**src/cfm_pkg.sv**
```systemverilog
`timescale 1ns / 1ps
`default_nettype none

package cfm_pkg;

    localparam int INDEX_BITS  = 16;
    localparam int SLOT_W      = 16;
    localparam int COORD_W     = 32;
    localparam int HALF_W      = 30;
    localparam int RGB_W       = 24;
    localparam int QUEUE_DEPTH = 2;
    localparam int QPTR_W      = (QUEUE_DEPTH > 1) ? $clog2(QUEUE_DEPTH) : 1;
    localparam int QCNT_W      = $clog2(QUEUE_DEPTH + 1);

    typedef enum logic {
        KIND_VERTEX   = 1'b0,
        KIND_TRIANGLE = 1'b1
    } kind_t;

    // corners touched by each face: top, front, left, back, right, bottom
    localparam logic [7:0] FACE_CORNERS [0:5] = '{
        8'h0F, 8'h33, 8'hAA, 8'hCC, 8'h55, 8'hF0
    };

    localparam logic [2:0] FACE_TRIS [0:5][0:5] = '{
        '{3'd0, 3'd1, 3'd2, 3'd1, 3'd3, 3'd2},
        '{3'd0, 3'd4, 3'd5, 3'd0, 3'd5, 3'd1},
        '{3'd1, 3'd5, 3'd3, 3'd5, 3'd7, 3'd3},
        '{3'd2, 3'd3, 3'd6, 3'd3, 3'd7, 3'd6},
        '{3'd0, 3'd2, 3'd4, 3'd2, 3'd6, 3'd4},
        '{3'd5, 3'd4, 3'd6, 3'd7, 3'd5, 3'd6}
    };

    // one classified cube waiting for the back end
    typedef struct packed {
        logic [5:0]                faces;
        logic [7:0]                used;
        logic [7:0][2:0]           rank;
        logic signed [COORD_W-1:0] cx;
        logic signed [COORD_W-1:0] cy;
        logic signed [COORD_W-1:0] cz;
        logic [HALF_W-1:0]         half;
        logic [RGB_W-1:0]          upper;
        logic [RGB_W-1:0]          lower;
    } desc_t;

    function automatic logic [2:0] lowest_bit8(input logic [7:0] v);
        logic [2:0] idx;
        idx = 3'd0;
        for (int i = 7; i >= 0; i--) begin
            if (v[i]) begin
                idx = 3'(i);
            end
        end
        return idx;
    endfunction

    // centre plus or minus half width, saturated to the signed 32-bit range
    function automatic logic [COORD_W-1:0] sat_offset(
        input logic signed [COORD_W-1:0] c,
        input logic [HALF_W-1:0]         h,
        input logic                      neg
    );
        logic [COORD_W:0] ext_c;
        logic [COORD_W:0] ext_h;
        logic [COORD_W:0] sum;
        logic [COORD_W-1:0] res;
        ext_c = {c[COORD_W-1], c};
        ext_h = (COORD_W + 1)'(h);
        sum   = neg ? (ext_c - ext_h) : (ext_c + ext_h);
        if (sum[COORD_W] != sum[COORD_W-1]) begin
            res = sum[COORD_W] ? {1'b1, {(COORD_W-1){1'b0}}} : {1'b0, {(COORD_W-1){1'b1}}};
        end else begin
            res = sum[COORD_W-1:0];
        end
        return res;
    endfunction

endpackage

`default_nettype wire

```
**src/cfm_front.sv**
```systemverilog
`timescale 1ns / 1ps
`default_nettype none

module cfm_front
    import cfm_pkg::*;
(
    input  wire logic                      s_valid,
    output logic                           s_ready,
    input  wire logic [5:0]                s_face_mask,
    input  wire logic signed [COORD_W-1:0] s_centre_x,
    input  wire logic signed [COORD_W-1:0] s_centre_y,
    input  wire logic signed [COORD_W-1:0] s_centre_z,
    input  wire logic [30:0]               s_edge_width,
    input  wire logic [RGB_W-1:0]          s_upper_rgb,
    input  wire logic [RGB_W-1:0]          s_lower_rgb,
    output logic                           push_valid,
    input  wire logic                      push_ready,
    output desc_t                          push_data
);

    logic [7:0]      used;
    logic [7:0][2:0] rank;

    always_comb begin
        used = 8'd0;
        for (int f = 0; f < 6; f++) begin
            if (s_face_mask[f]) begin
                used = used | FACE_CORNERS[f];
            end
        end
    end

    // compacted vertex index of each corner within this cube
    always_comb begin
        for (int c = 0; c < 8; c++) begin
            rank[c] = 3'd0;
            for (int k = 0; k < c; k++) begin
                rank[c] = rank[c] + 3'(used[k]);
            end
        end
    end

    // empty cubes are taken and dropped here
    assign s_ready    = push_ready;
    assign push_valid = s_valid && (s_face_mask != 6'd0);

    always_comb begin
        push_data.faces = s_face_mask;
        push_data.used  = used;
        push_data.rank  = rank;
        push_data.cx    = s_centre_x;
        push_data.cy    = s_centre_y;
        push_data.cz    = s_centre_z;
        push_data.half  = s_edge_width[30:1];
        push_data.upper = s_upper_rgb;
        push_data.lower = s_lower_rgb;
    end

endmodule

`default_nettype wire

```
**src/cfm_queue.sv**
```systemverilog
`timescale 1ns / 1ps
`default_nettype none

module cfm_queue
    import cfm_pkg::*;
(
    input  wire logic  aclk,
    input  wire logic  aresetn,
    input  wire logic  push_valid,
    output logic       push_ready,
    input  wire desc_t push_data,
    output logic       pop_valid,
    input  wire logic  pop_ready,
    output desc_t      pop_data
);

    desc_t             mem_reg [QUEUE_DEPTH];
    logic [QPTR_W-1:0] wr_ptr_reg, wr_ptr_next;
    logic [QPTR_W-1:0] rd_ptr_reg, rd_ptr_next;
    logic [QCNT_W-1:0] count_reg, count_next;
    logic              push, pop;

    assign push_ready = (count_reg != QCNT_W'(QUEUE_DEPTH));
    assign pop_valid  = (count_reg != '0);
    assign pop_data   = mem_reg[rd_ptr_reg];
    assign push       = push_valid && push_ready;
    assign pop        = pop_valid && pop_ready;

    always_comb begin
        wr_ptr_next = wr_ptr_reg;
        rd_ptr_next = rd_ptr_reg;
        count_next  = count_reg;
        if (push) begin
            wr_ptr_next = (wr_ptr_reg == QPTR_W'(QUEUE_DEPTH - 1)) ? '0 : wr_ptr_reg + 1'b1;
        end
        if (pop) begin
            rd_ptr_next = (rd_ptr_reg == QPTR_W'(QUEUE_DEPTH - 1)) ? '0 : rd_ptr_reg + 1'b1;
        end
        if (push && !pop) begin
            count_next = count_reg + 1'b1;
        end else if (pop && !push) begin
            count_next = count_reg - 1'b1;
        end
    end

    always_ff @(posedge aclk) begin
        if (!aresetn) begin
            wr_ptr_reg <= '0;
            rd_ptr_reg <= '0;
            count_reg  <= '0;
        end else begin
            wr_ptr_reg <= wr_ptr_next;
            rd_ptr_reg <= rd_ptr_next;
            count_reg  <= count_next;
        end
    end

    always_ff @(posedge aclk) begin
        if (push) begin
            mem_reg[wr_ptr_reg] <= push_data;
        end
    end

endmodule

`default_nettype wire

```
**src/cfm_back.sv**
```systemverilog
`timescale 1ns / 1ps
`default_nettype none

module cfm_back
    import cfm_pkg::*;
(
    input  wire logic                aclk,
    input  wire logic                aresetn,
    input  wire logic                pop_valid,
    output logic                     pop_ready,
    input  wire desc_t               pop_data,
    output logic                     m_valid,
    input  wire logic                m_ready,
    output logic                     m_kind,
    output logic [SLOT_W-1:0]        m_write_slot,
    output logic signed [COORD_W-1:0] m_out_x,
    output logic signed [COORD_W-1:0] m_out_y,
    output logic signed [COORD_W-1:0] m_out_z,
    output logic [RGB_W-1:0]         m_out_rgb,
    output logic [SLOT_W-1:0]        m_corner_a,
    output logic [SLOT_W-1:0]        m_corner_b,
    output logic [SLOT_W-1:0]        m_corner_c,
    output logic                     m_last
);

    // current cube
    logic                  active_reg, active_next;
    desc_t                 cur_reg, cur_next;
    logic [7:0]            rem_corners_reg, rem_corners_next;
    logic [5:0]            rem_faces_reg, rem_faces_next;
    logic                  half_reg, half_next;
    logic [INDEX_BITS-1:0] vbase_reg, vbase_next;
    logic [INDEX_BITS-1:0] vcnt_reg, vcnt_next;
    logic [INDEX_BITS-1:0] tcnt_reg, tcnt_next;

    // output register
    logic                  m_valid_reg, m_valid_next;
    kind_t                 kind_reg, kind_next;
    logic [SLOT_W-1:0]     slot_reg, slot_next;
    logic [COORD_W-1:0]    x_reg, x_next, y_reg, y_next, z_reg, z_next;
    logic [RGB_W-1:0]      rgb_reg, rgb_next;
    logic [SLOT_W-1:0]     ca_reg, ca_next, cb_reg, cb_next, cc_reg, cc_next;
    logic                  last_reg, last_next;

    logic                  out_free, emit, emit_last, vert_phase, load;
    logic [2:0]            corner, face, tri_base;
    logic [5:0]            face_bit;

    assign out_free   = !m_valid_reg || m_ready;
    assign emit       = active_reg && out_free;
    assign vert_phase = (rem_corners_reg != 8'd0);
    assign corner     = lowest_bit8(rem_corners_reg);
    assign face       = lowest_bit8({2'b00, rem_faces_reg});
    assign face_bit   = 6'(1) << face;
    assign tri_base   = half_reg ? 3'd3 : 3'd0;
    // a vertex is never last: every cube with vertices has triangles after them
    assign emit_last  = !vert_phase && half_reg && ((rem_faces_reg & ~face_bit) == 6'd0);
    assign load       = pop_valid && (!active_reg || (emit && emit_last));
    assign pop_ready  = !active_reg || (emit && emit_last);

    always_comb begin
        active_next      = active_reg;
        cur_next         = cur_reg;
        rem_corners_next = rem_corners_reg;
        rem_faces_next   = rem_faces_reg;
        half_next        = half_reg;
        vbase_next       = vbase_reg;
        vcnt_next        = vcnt_reg;
        tcnt_next        = tcnt_reg;
        m_valid_next     = m_valid_reg && !m_ready;
        kind_next        = kind_reg;
        slot_next        = slot_reg;
        x_next           = x_reg;
        y_next           = y_reg;
        z_next           = z_reg;
        rgb_next         = rgb_reg;
        ca_next          = ca_reg;
        cb_next          = cb_reg;
        cc_next          = cc_reg;
        last_next        = last_reg;

        if (emit) begin
            m_valid_next = 1'b1;
            if (vert_phase) begin
                kind_next = KIND_VERTEX;
                slot_next = SLOT_W'(vcnt_reg);
                x_next    = sat_offset(cur_reg.cx, cur_reg.half, !corner[0]);
                y_next    = sat_offset(cur_reg.cy, cur_reg.half, corner[2]);
                z_next    = sat_offset(cur_reg.cz, cur_reg.half, corner[1]);
                rgb_next  = corner[2] ? cur_reg.lower : cur_reg.upper;
                ca_next   = '0;
                cb_next   = '0;
                cc_next   = '0;
                last_next = 1'b0;
                vcnt_next = vcnt_reg + 1'b1;
                rem_corners_next = rem_corners_reg & ~(8'(1) << corner);
            end else begin
                kind_next = KIND_TRIANGLE;
                slot_next = SLOT_W'(tcnt_reg);
                x_next    = '0;
                y_next    = '0;
                z_next    = '0;
                rgb_next  = '0;
                ca_next   = SLOT_W'(vbase_reg +
                            INDEX_BITS'(cur_reg.rank[FACE_TRIS[face][tri_base]]));
                cb_next   = SLOT_W'(vbase_reg +
                            INDEX_BITS'(cur_reg.rank[FACE_TRIS[face][tri_base + 3'd1]]));
                cc_next   = SLOT_W'(vbase_reg +
                            INDEX_BITS'(cur_reg.rank[FACE_TRIS[face][tri_base + 3'd2]]));
                last_next = emit_last;
                tcnt_next = tcnt_reg + 1'b1;
                half_next = !half_reg;
                if (half_reg) begin
                    rem_faces_next = rem_faces_reg & ~face_bit;
                end
                if (emit_last) begin
                    active_next = 1'b0;
                end
            end
        end

        if (load) begin
            active_next      = 1'b1;
            cur_next         = pop_data;
            rem_corners_next = pop_data.used;
            rem_faces_next   = pop_data.faces;
            half_next        = 1'b0;
            // vertex phase of the previous cube is over whenever a load happens
            vbase_next       = vcnt_reg;
        end
    end

    always_ff @(posedge aclk) begin
        if (!aresetn) begin
            active_reg      <= 1'b0;
            rem_corners_reg <= '0;
            rem_faces_reg   <= '0;
            half_reg        <= 1'b0;
            vcnt_reg        <= '0;
            tcnt_reg        <= '0;
            m_valid_reg     <= 1'b0;
        end else begin
            active_reg      <= active_next;
            rem_corners_reg <= rem_corners_next;
            rem_faces_reg   <= rem_faces_next;
            half_reg        <= half_next;
            vcnt_reg        <= vcnt_next;
            tcnt_reg        <= tcnt_next;
            m_valid_reg     <= m_valid_next;
        end
    end

    always_ff @(posedge aclk) begin
        cur_reg   <= cur_next;
        vbase_reg <= vbase_next;
        kind_reg  <= kind_next;
        slot_reg  <= slot_next;
        x_reg     <= x_next;
        y_reg     <= y_next;
        z_reg     <= z_next;
        rgb_reg   <= rgb_next;
        ca_reg    <= ca_next;
        cb_reg    <= cb_next;
        cc_reg    <= cc_next;
        last_reg  <= last_next;
    end

    assign m_valid      = m_valid_reg;
    assign m_kind       = kind_reg;
    assign m_write_slot = slot_reg;
    assign m_out_x      = x_reg;
    assign m_out_y      = y_reg;
    assign m_out_z      = z_reg;
    assign m_out_rgb    = rgb_reg;
    assign m_corner_a   = ca_reg;
    assign m_corner_b   = cb_reg;
    assign m_corner_c   = cc_reg;
    assign m_last       = last_reg;

    a_vert_has_faces: assert property (@(posedge aclk) disable iff (!aresetn)
        (active_reg && vert_phase) |-> (rem_faces_reg != 6'd0))
        else $error("vertex phase with no faces left");

    a_stay_active: assert property (@(posedge aclk) disable iff (!aresetn)
        (emit && !emit_last) |=> active_reg)
        else $error("cube dropped before its last result");

    a_tri_count: assert property (@(posedge aclk) disable iff (!aresetn)
        (emit && !vert_phase) |=> (tcnt_reg == $past(tcnt_reg) + 1'b1))
        else $error("triangle counter did not advance");

    a_last_idle: assert property (@(posedge aclk) disable iff (!aresetn)
        (emit && emit_last && !pop_valid) |=> !active_reg)
        else $error("still busy after last result with nothing queued");

endmodule

`default_nettype wire

```
**src/cube_face_mesh_emitter.sv**
```systemverilog
`timescale 1ns / 1ps
`default_nettype none
// a taken request is registered in the queue, then in the back-end cube register, then on m_
// throughput: one result per cycle while m_ready is high; a cube yields
//   (used corners + 2 x set faces) results, at most 20, from the back-end sequencer
// a cube with an empty face mask is taken while the queue has room and yields nothing
// reset: synchronous active-low aresetn empties the queue and clears both slot counters

module cube_face_mesh_emitter
    import cfm_pkg::*;
(
    input  wire logic                      aclk,
    input  wire logic                      aresetn,
    input  wire logic                      s_valid,
    output logic                           s_ready,
    input  wire logic [5:0]                s_face_mask,
    input  wire logic signed [COORD_W-1:0] s_centre_x,
    input  wire logic signed [COORD_W-1:0] s_centre_y,
    input  wire logic signed [COORD_W-1:0] s_centre_z,
    input  wire logic [30:0]               s_edge_width,
    input  wire logic [RGB_W-1:0]          s_upper_rgb,
    input  wire logic [RGB_W-1:0]          s_lower_rgb,
    output logic                           m_valid,
    input  wire logic                      m_ready,
    output logic                           m_kind,
    output logic [SLOT_W-1:0]              m_write_slot,
    output logic signed [COORD_W-1:0]      m_out_x,
    output logic signed [COORD_W-1:0]      m_out_y,
    output logic signed [COORD_W-1:0]      m_out_z,
    output logic [RGB_W-1:0]               m_out_rgb,
    output logic [SLOT_W-1:0]              m_corner_a,
    output logic [SLOT_W-1:0]              m_corner_b,
    output logic [SLOT_W-1:0]              m_corner_c,
    output logic                           m_last
);

    logic  push_valid, push_ready, pop_valid, pop_ready;
    desc_t push_data, pop_data;

    cfm_front u_front (
        .s_valid      (s_valid),
        .s_ready      (s_ready),
        .s_face_mask  (s_face_mask),
        .s_centre_x   (s_centre_x),
        .s_centre_y   (s_centre_y),
        .s_centre_z   (s_centre_z),
        .s_edge_width (s_edge_width),
        .s_upper_rgb  (s_upper_rgb),
        .s_lower_rgb  (s_lower_rgb),
        .push_valid   (push_valid),
        .push_ready   (push_ready),
        .push_data    (push_data)
    );

    cfm_queue u_queue (
        .aclk       (aclk),
        .aresetn    (aresetn),
        .push_valid (push_valid),
        .push_ready (push_ready),
        .push_data  (push_data),
        .pop_valid  (pop_valid),
        .pop_ready  (pop_ready),
        .pop_data   (pop_data)
    );

    cfm_back u_back (
        .aclk         (aclk),
        .aresetn      (aresetn),
        .pop_valid    (pop_valid),
        .pop_ready    (pop_ready),
        .pop_data     (pop_data),
        .m_valid      (m_valid),
        .m_ready      (m_ready),
        .m_kind       (m_kind),
        .m_write_slot (m_write_slot),
        .m_out_x      (m_out_x),
        .m_out_y      (m_out_y),
        .m_out_z      (m_out_z),
        .m_out_rgb    (m_out_rgb),
        .m_corner_a   (m_corner_a),
        .m_corner_b   (m_corner_b),
        .m_corner_c   (m_corner_c),
        .m_last       (m_last)
    );

endmodule

`default_nettype wire
```
**config.mk**
```make
export PLATFORM = sky130hd
export DESIGN_NAME = cube_face_mesh_emitter
export DESIGN_NICKNAME = d
export VERILOG_FILES = /design/src/cfm_pkg.sv /design/src/cfm_front.sv /design/src/cfm_queue.sv /design/src/cfm_back.sv /design/src/cube_face_mesh_emitter.sv
export SDC_FILE = /design/constraint.sdc
export NUM_CORES = 1
export LEC_CHECK = 0
export ABC_AREA = 1
export BUFFER_PORTS_ARGS = -buffer_cell sky130_fd_sc_hd__buf_4
export CAP_MARGIN = 20
export CORE_AREA = 2 2 322 324
export CTS_CLUSTER_DIAMETER = 80
export DETAILED_ROUTE_END_ITERATION = 6
export DIE_AREA = 0 0 324 326
export PLACE_DENSITY = 0.57
export REMOVE_ABC_BUFFERS = 1
export SETUP_SLACK_MARGIN = 0.3
export SLEW_MARGIN = 0
export SYNTH_ARGS = -nofsm -noshare
export SYNTH_HDL_FRONTEND = slang
export SYNTH_SLANG_ARGS = --single-unit
```
**constraint.sdc**
```tcl
create_clock -name aclk -period 12.1 [get_ports aclk]
set_clock_uncertainty 0.05 [all_clocks]
set_input_delay 0 -clock aclk [delete_from_list [all_inputs] [get_ports aclk]]
set_output_delay 0 -clock aclk [all_outputs]
set_load 0.02 [all_outputs]
```
==> flow_summary_export.csv, run 1 <==
group,metric,value,unit
status,status,"completed",
clock_tree,cts_setup_buffers,0,
timing,hold_viol,0,
placement,place_area,44700,um^2
synthesis,ys_types,54,
final_layout,seq_area,25200,um^2
global_routing,grt_usage,0.214,
detailed_routing,routedWlPerCell,18.5,um
detailed_routing,wl_met2,55.1,mm
final_layout,multi_input_area,13600,um^2
synthesis,ys_seq_area_frac,0.623,
floorplanning,die_w,324,um
timing,fmax,183,MHz
placement,placement.io_buffers,371,
synthesis,syn_area,40500,um^2
clock_tree,htreeDepth,3,
final_layout,syn_to_final_growth,26.2,%
floorplanning,rows,118,
critical_path,crit_type,"reg2reg",
synthesis,synthArstFlopShare,0,
timing,slew_headroom,0.303,
synthesis,synth-main-ff-cell,"edfxtp_1",
synthesis,synthTopCellsByArea,"edfxtp_1 (60%), nand2_1 (12%), ha_1 (3.9%)",
synthesis,synth_compound_area_frac,0.0749,
global_routing,grt_pass1_vias,29200,
synthesis,yosys_warnings,0,
detailed_routing,drc_errors,0,
detailed_routing,dr_total_vias,30200,
detailed_routing,antenna_left,0,
synthesis,syn_inst,3997,
final_layout,fin_nets,5013,
final_layout,n_fill_cell,9302,
critical_path,cp-end-kind,"flip-flop",
synthesis,postSynthAreaPerCell,10.1,um^2
clock_tree,clockRootBuffer,"clkbuf_16",
detailed_routing,drtIter0Drc,2208,
placement,dp_hpwl,80.6,mm
clock_tree,cts_buffers,91,
synthesis,yosys.area_share.simple,0.199,
global_routing,antenna_found_initial,8,
synthesis,yosys.area_share.adder,0.0426,
synthesis,synth.top_cell.area_share,0.596,
timing,rsz0062_at_grt,"false",
detailed_routing,post_drt_via_cell_ratio,4.91,
final_layout,largest_reg_flops,410,
detailed_routing,wirelength,114,mm
clock_tree,cts.hold.buffers_added,326,
global_routing,grt_max_degree,110,
timing,setup_viol,0,
flow_run,maxCapViolCount,0,
floorplanning,fp.coreArea,103000,um^2
synthesis,synth_top_family_by_area,"simple AND/OR/NAND/NOR gates",
detailed_routing,top_layer,"met5",
timing,tightestPinTransition,1040,ps
clock_tree,clk_latency,680,ps
global_routing,grt_remaining_overflow,0,
final_layout,drive_above_1_share,0.124,
timing,fin_hold_ws,43.2,ps
detailed_routing,wl_met1,50.3,mm
floorplanning,pin_count,373,
detailed_routing,route.met3.wl,5.76,mm
floorplanning,die_h,326,um
final_layout,final_util,0.498,
min_path,hold_path.class,"in2reg",
synthesis,synth_xor_area_frac,0.0186,
timing,finalCriticalPeriod,5460,ps
timing,min_period_over_period,0.451,
timing,slew_violations,0,
synthesis,synth_mux_area_frac,0.000741,
critical_path,cp.required,12560,ps
synthesis,yosysTopAreaCell,"edfxtp_1",
final_layout,stdcell_area,51100,um^2
global_routing,grt_first_pass_wirelength,171,mm
clock_tree,cts_buffer_depth,3,
clock_tree,path_clk_slew,60,ps
clock_tree,cts.sinks,858,
floorplanning,initial_core_util,0.395,
critical_path,arrival,5910,ps
critical_path,start_kind,"flip-flop",
synthesis,ys_seq_elements,858,
clock_tree,cts_tree,"built",
placement,gp_congestion,0.916,
detailed_routing,drt_first_pass_iters,6,
critical_path,cp_max_fo,29,
synthesis,synth_edf_count,804,
timing,setup_tns,0,ps
floorplanning,die_area,106000,um^2
clock_tree,ctsResizeCount,0,
## routing by layer
layer / GRT usage / vias to the layer above
li1: - / 15100
met1: 0.285 / 14300
met2: 0.359 / 712
met3: 0.0333 / 143
met4: 0.0648 / 6
met5: 0 / -
## worst paths after layout
kind,start,endpoint,slack [ps],cells past startpoint
max,u_back.cur_reg[48],u_back.m_out_x[25],6640,19
min,s_edge_width[4],u_queue.mem_reg[0][51],40,2
max reg2reg,u_back.cur_reg[48],u_back.m_out_x[25],6640,19
min reg2reg,u_queue.rd_ptr_reg,flip-flop,400,1
## kinds of logic after synthesis
kind of cell,after synthesis
simple gates,1951
flops,858
compound gates,549
buf+inv,417
fa+ha+maj,133
xor+xnor,86
mux,3
## cells in the mapped netlist (all sizes together), types with 33 or more instances
library cell,n
nor2,261
a21oi,201
edfxtp,804
nor3,48
buf,33
clkbuf,86
dfxtp,54
o21ai,249
ha,125
nand2,1359
inv,298
nand3,226
xor2,72
## area by class of cell
class,instances,area share
tap,1380,0.0338
clock buffer,123,0.0487
antenna,3,0.000147
multi-input combinational,2722,0.267
sequential,858,0.494
timing repair buffer,724,0.123
clock inverter,46,0.0119
inverter,298,0.0222
## cell usage in the layout (no fill, tap or decap), drive strengths merged, types with 5 or more instances in the layout
| cell type | synthesis | routed |
|---|---|---|
| a21o | 17 | 17 |
| a21oi | 201 | 201 |
| a221oi | 5 | 5 |
| a22o | 24 | 24 |
| a31oi | 6 | 6 |
| and2 | 5 | 5 |
| buf | 33 | 398 |
| bufinv | 0 | 10 |
| clkbuf | 86 | 123 |
| clkinv | 0 | 30 |
| dfxtp | 54 | 54 |
| dlygate4sd3 | 0 | 326 |
| edfxtp | 804 | 804 |
| fa | 8 | 8 |
| ha | 125 | 125 |
| inv | 298 | 301 |
| nand2 | 1359 | 1359 |
| nand3 | 226 | 226 |
| nand3b | 7 | 7 |
| nand4 | 22 | 22 |
| nor2 | 261 | 261 |
| nor3 | 48 | 48 |
| nor3b | 6 | 6 |
| nor4 | 15 | 15 |
| o211ai | 9 | 9 |
| o21a | 9 | 9 |
| o21ai | 249 | 249 |
| o21bai | 12 | 12 |
| xnor2 | 14 | 14 |
| xor2 | 72 | 72 |
## critical path: stages (launching register included)
cell,delay [ps]
edfxtp_1,710
inv_1,150
ha_1,270
nand2_1,100
nor3_1,310
nand2_1,140
nor3_1,400
nand2_1,130
xor2_1,200
o21ai_0,620
ha_1,430
a21oi_1,200
nor2_1,80
o21ai_0,140
nand2_1,60
a21oi_1,280
nand3_1,120
nand2_1,140
nand3_2,470
nand2_1,260
## per-stage QoR
| stage | setup slack [ps] | instances |
|---|---|---|
| 5_1_grt | 6160 | 6154 |
| 2_1_floorplan | 2100 | 3878 |
| 3_5_place_dp | 6250 | 5653 |
| 4_1_cts | 6220 | 6148 |
| 3_3_place_gp | 6370 | 5653 |
| 6_report | 6640 | 6154 |
Power of run 1 is not shown: default switching activity piles up to over one toggle a cycle in this logic, so the estimate is an artifact.
==> run 2, diff against run 1 <==
Settings changed: ABC_AREA 1 to 0, CORE_AREA 2 2 322 324 to 2 2 316 318, DIE_AREA 0 0 324 326 to 0 0 318 320.
Clock period 12.1 ns to 5.6 ns, I/O delays scaled along.
==> run 2 against run 1 <==
- hold slack worse by 10 ps
- first-iteration DRC count decreased by 12%
- sequential share of layout area is 0.36 points higher
- non-clock buffer count up 65
- via count decreased by 14%
- routed wire length decreased by 8.1%
- design area is 0.73% lower
- synthesized cell count is 29% lower
- utilization increased by 2.0 points
- critical path type unchanged
- largest cell class unchanged
==> flow_summary_export.csv, run 2 <==
group,metric,value,unit
status,status,"completed",
final_layout,syn_to_final_growth,30.2,%
timing,fmax,193,MHz
detailed_routing,dr_total_vias,26000,
synthesis,yosys.area_share.simple,0.0788,
synthesis,synth-main-ff-cell,"edfxtp_1",
floorplanning,die_area,102000,um^2
floorplanning,initial_core_util,0.398,
synthesis,synthTopCellsByArea,"edfxtp_1 (62%), mux2_2 (6.0%), ha_1 (4.0%)",
synthesis,synth_compound_area_frac,0.0919,
floorplanning,pin_count,373,
critical_path,worstPathCellList,"inv_2 > ha_4 > or3b_4 > or3_4 > nor4_4 > or3b_4 > nor3_4 > buf_6 > nor3b_4 > nor2_2 > xnor2_1 > ha_2 > a21oi_2 > o21ai_2 > a221oi_2 > o31ai_1 > nor2_1 > xnor2_2 > o211ai_1 > buf_4 > buf_4 > o31ai_4",
timing,slew_violations,0,
clock_tree,clk_latency,680,ps
global_routing,grt_pass1_vias,26200,
timing,slew_headroom,0.275,
synthesis,yosysTopAreaCell,"edfxtp_1",
clock_tree,clockRootBuffer,"clkbuf_16",
synthesis,syn_area,39000,um^2
final_layout,final_cell_count_no_fill,4970,
timing,rsz0062_at_grt,"true",
final_layout,largest_reg_flops,410,
detailed_routing,routedWlPerCell,21.1,um
synthesis,synth.top_cell.area_share,0.619,
timing,hold_viol,0,
critical_path,arrival,5560,ps
critical_path,cpPeakStageDelay,450,ps
synthesis,yosys_warnings,0,
final_layout,stdcell_area,50700,um^2
critical_path,cp_max_fo,7,
timing,final.setup.worst_slack,408,ps
timing,finalCriticalPeriod,5190,ps
synthesis,synth_xor_area_frac,0.0523,
synthesis,synthArstFlopShare,0,
global_routing,grt_first_pass_wirelength,156,mm
critical_path,cpMaxStageDelayCell,"or3b_4",
detailed_routing,wirelength,105,mm
clock_tree,cts_tree,"built",
synthesis,synth_edf_count,804,
timing,tightestPinTransition,1090,ps
floorplanning,die_w,318,um
timing,setup_viol,0,
clock_tree,cts_buffers,93,
flow_run,maxCapViolCount,0,
synthesis,synth_mux_area_frac,0.0668,
detailed_routing,antenna_left,0,
detailed_routing,post_drt_via_cell_ratio,5.23,
detailed_routing,drc_errors,0,
clock_tree,cts.sinks,858,
synthesis,yosysMostFrequentCell,"edfxtp_1",
critical_path,cp-end-kind,"flip-flop",
global_routing,grt_max_degree,145,
critical_path,start_kind,"flip-flop",
synthesis,syn_inst,2852,
synthesis,ys_types,85,
floorplanning,die_h,320,um
floorplanning,fp.coreArea,98000,um^2
synthesis,ys_seq_elements,858,
critical_path,crit_type,"reg2reg",
final_layout,fin_nets,3924,
clock_tree,path_clk_slew,60,ps
critical_path,cp.required,5960,ps
min_path,hold_path.class,"in2reg",
placement,gp_congestion,0.898,
timing,min_period_over_period,0.927,
placement,place_area,43400,um^2
detailed_routing,drtIter0Drc,1940,
final_layout,final_cell_mix,"edfxtp_1 (804), buf_4 (445), dlygate4sd3_1 (311)",
synthesis,yosys.area_share.adder,0.0442,
floorplanning,rows,115,
synthesis,synth_top_family_by_area,"compound AO/OA/AOI/OAI gates",
synthesis,ys_seq_area_frac,0.647,
global_routing,grt_usage,0.200,
global_routing,grt_remaining_overflow,0,
final_layout,layout_commonest_cell,"edfxtp_1",
global_routing,antenna_found_initial,4,
placement,placed_cells,4440,
placement,dp_slack,47.1,ps
detailed_routing,drt_first_pass_iters,5,
placement,dp_hpwl,71.2,mm
synthesis,synth_common_cells,"edfxtp_1 (804), nand2_1 (214), mux2_2 (208), nor2_1 (175), a21oi_1 (156)",
timing,fin_hold_ws,33.0,ps
placement,placement.io_buffers,371,
clock_tree,htreeDepth,3,
final_layout,drive_above_1_share,0.267,
synthesis,postSynthAreaPerCell,13.7,um^2
clock_tree,cts_buffer_depth,3,
run 2: cell types whose count changed after synthesis, sizes merged, moves of 86 or more:
| cell | before | now |
|---|---|---|
| nand2 | 1359 | 217 |
| inv | 298 | 51 |
| mux2 | 0 | 208 |
| nand3 | 226 | 44 |
| xnor2 | 14 | 106 |
| nor2 | 261 | 175 |
run 2: final timing paths:
check                                         start  slack, ps                      end  depth (start not counted)
worst min register to register  u_back.vcnt_reg[14]        430     u_back.vbase_reg[14]                          0
worst max register to register   u_back.cur_reg[49]        410       u_back.m_out_z[29]                         22
worst max-delay path             u_back.cur_reg[49]        410       u_back.m_out_z[29]                         22
worst min-delay path                 s_centre_y[23]         30  u_queue.mem_reg[0][133]                          2
run 2: kinds of logic (layout without fill, tap and decap cells):
group | count (synthesis) | count (layout)
flip-flops | 858 | 858
AND/OR/NAND/NOR | 640 | 640
AO/OA/AOI/OAI | 575 | 575
multiplexers | 233 | 233
XOR/XNOR | 232 | 232
buffers and inverters | 181 | 1011
adder cells (fa/ha/maj) | 133 | 133
other | 0 | 1
run 2: timing repair:
item	4_1_cts	5_1_grt
setup endpoints to repair	64	93
setup buffers	3	29
resized for setup	23	198
gates cloned	2	12
hold buffers	311	0
pin swaps	5	65
endpoints found under the hold margin	415	0
run 2: area by class of cell:
cell class | instances | area [um^2]
Antenna cell | 1 | 2.50
Timing Repair Buffer | 789 | 6940
Sequential cell | 858 | 25200
Inverter | 51 | 199
Multi-Input combinational cell | 1813 | 13700
Clock buffer | 108 | 2390
Tap cell | 1287 | 1610
Fill cell | 8213 | 47200
Clock inverter | 63 | 698
run 2: stage by stage:
| step | setup TNS, ps | utilization |
|---|---|---|
| 5_1_grt | 0 | 0.518 |
| 4_1_cts | 0 | 0.508 |
| 6_report | 0 | 0.518 |
| 3_5_place_dp | 0 | 0.443 |
| 3_3_place_gp | 0 | 0.443 |
| 2_1_floorplan | -1979570 | - |
run 2: layer usage:
metal | share of wire | GRT usage | routed length (um)
met1 | 0.44 | 0.264 | 45700
met2 | 0.49 | 0.340 | 51100
met3 | 0.053 | 0.0321 | 5590
met4 | 0.023 | 0.0620 | 2460
met5 | 0.00027 | 0 | 28
run 2: worst max-delay path, delay by kind of cell, from the launching register on:
kind	cells	cell delay [ps]
AND/OR/NAND/NOR	8	2220
flip-flops	1	410
adder cells (fa/ha/maj)	2	480
AO/OA/AOI/OAI	6	800
buffers and inverters	4	660
XOR/XNOR	2	320
Power of run 2 is left out for the same reason.
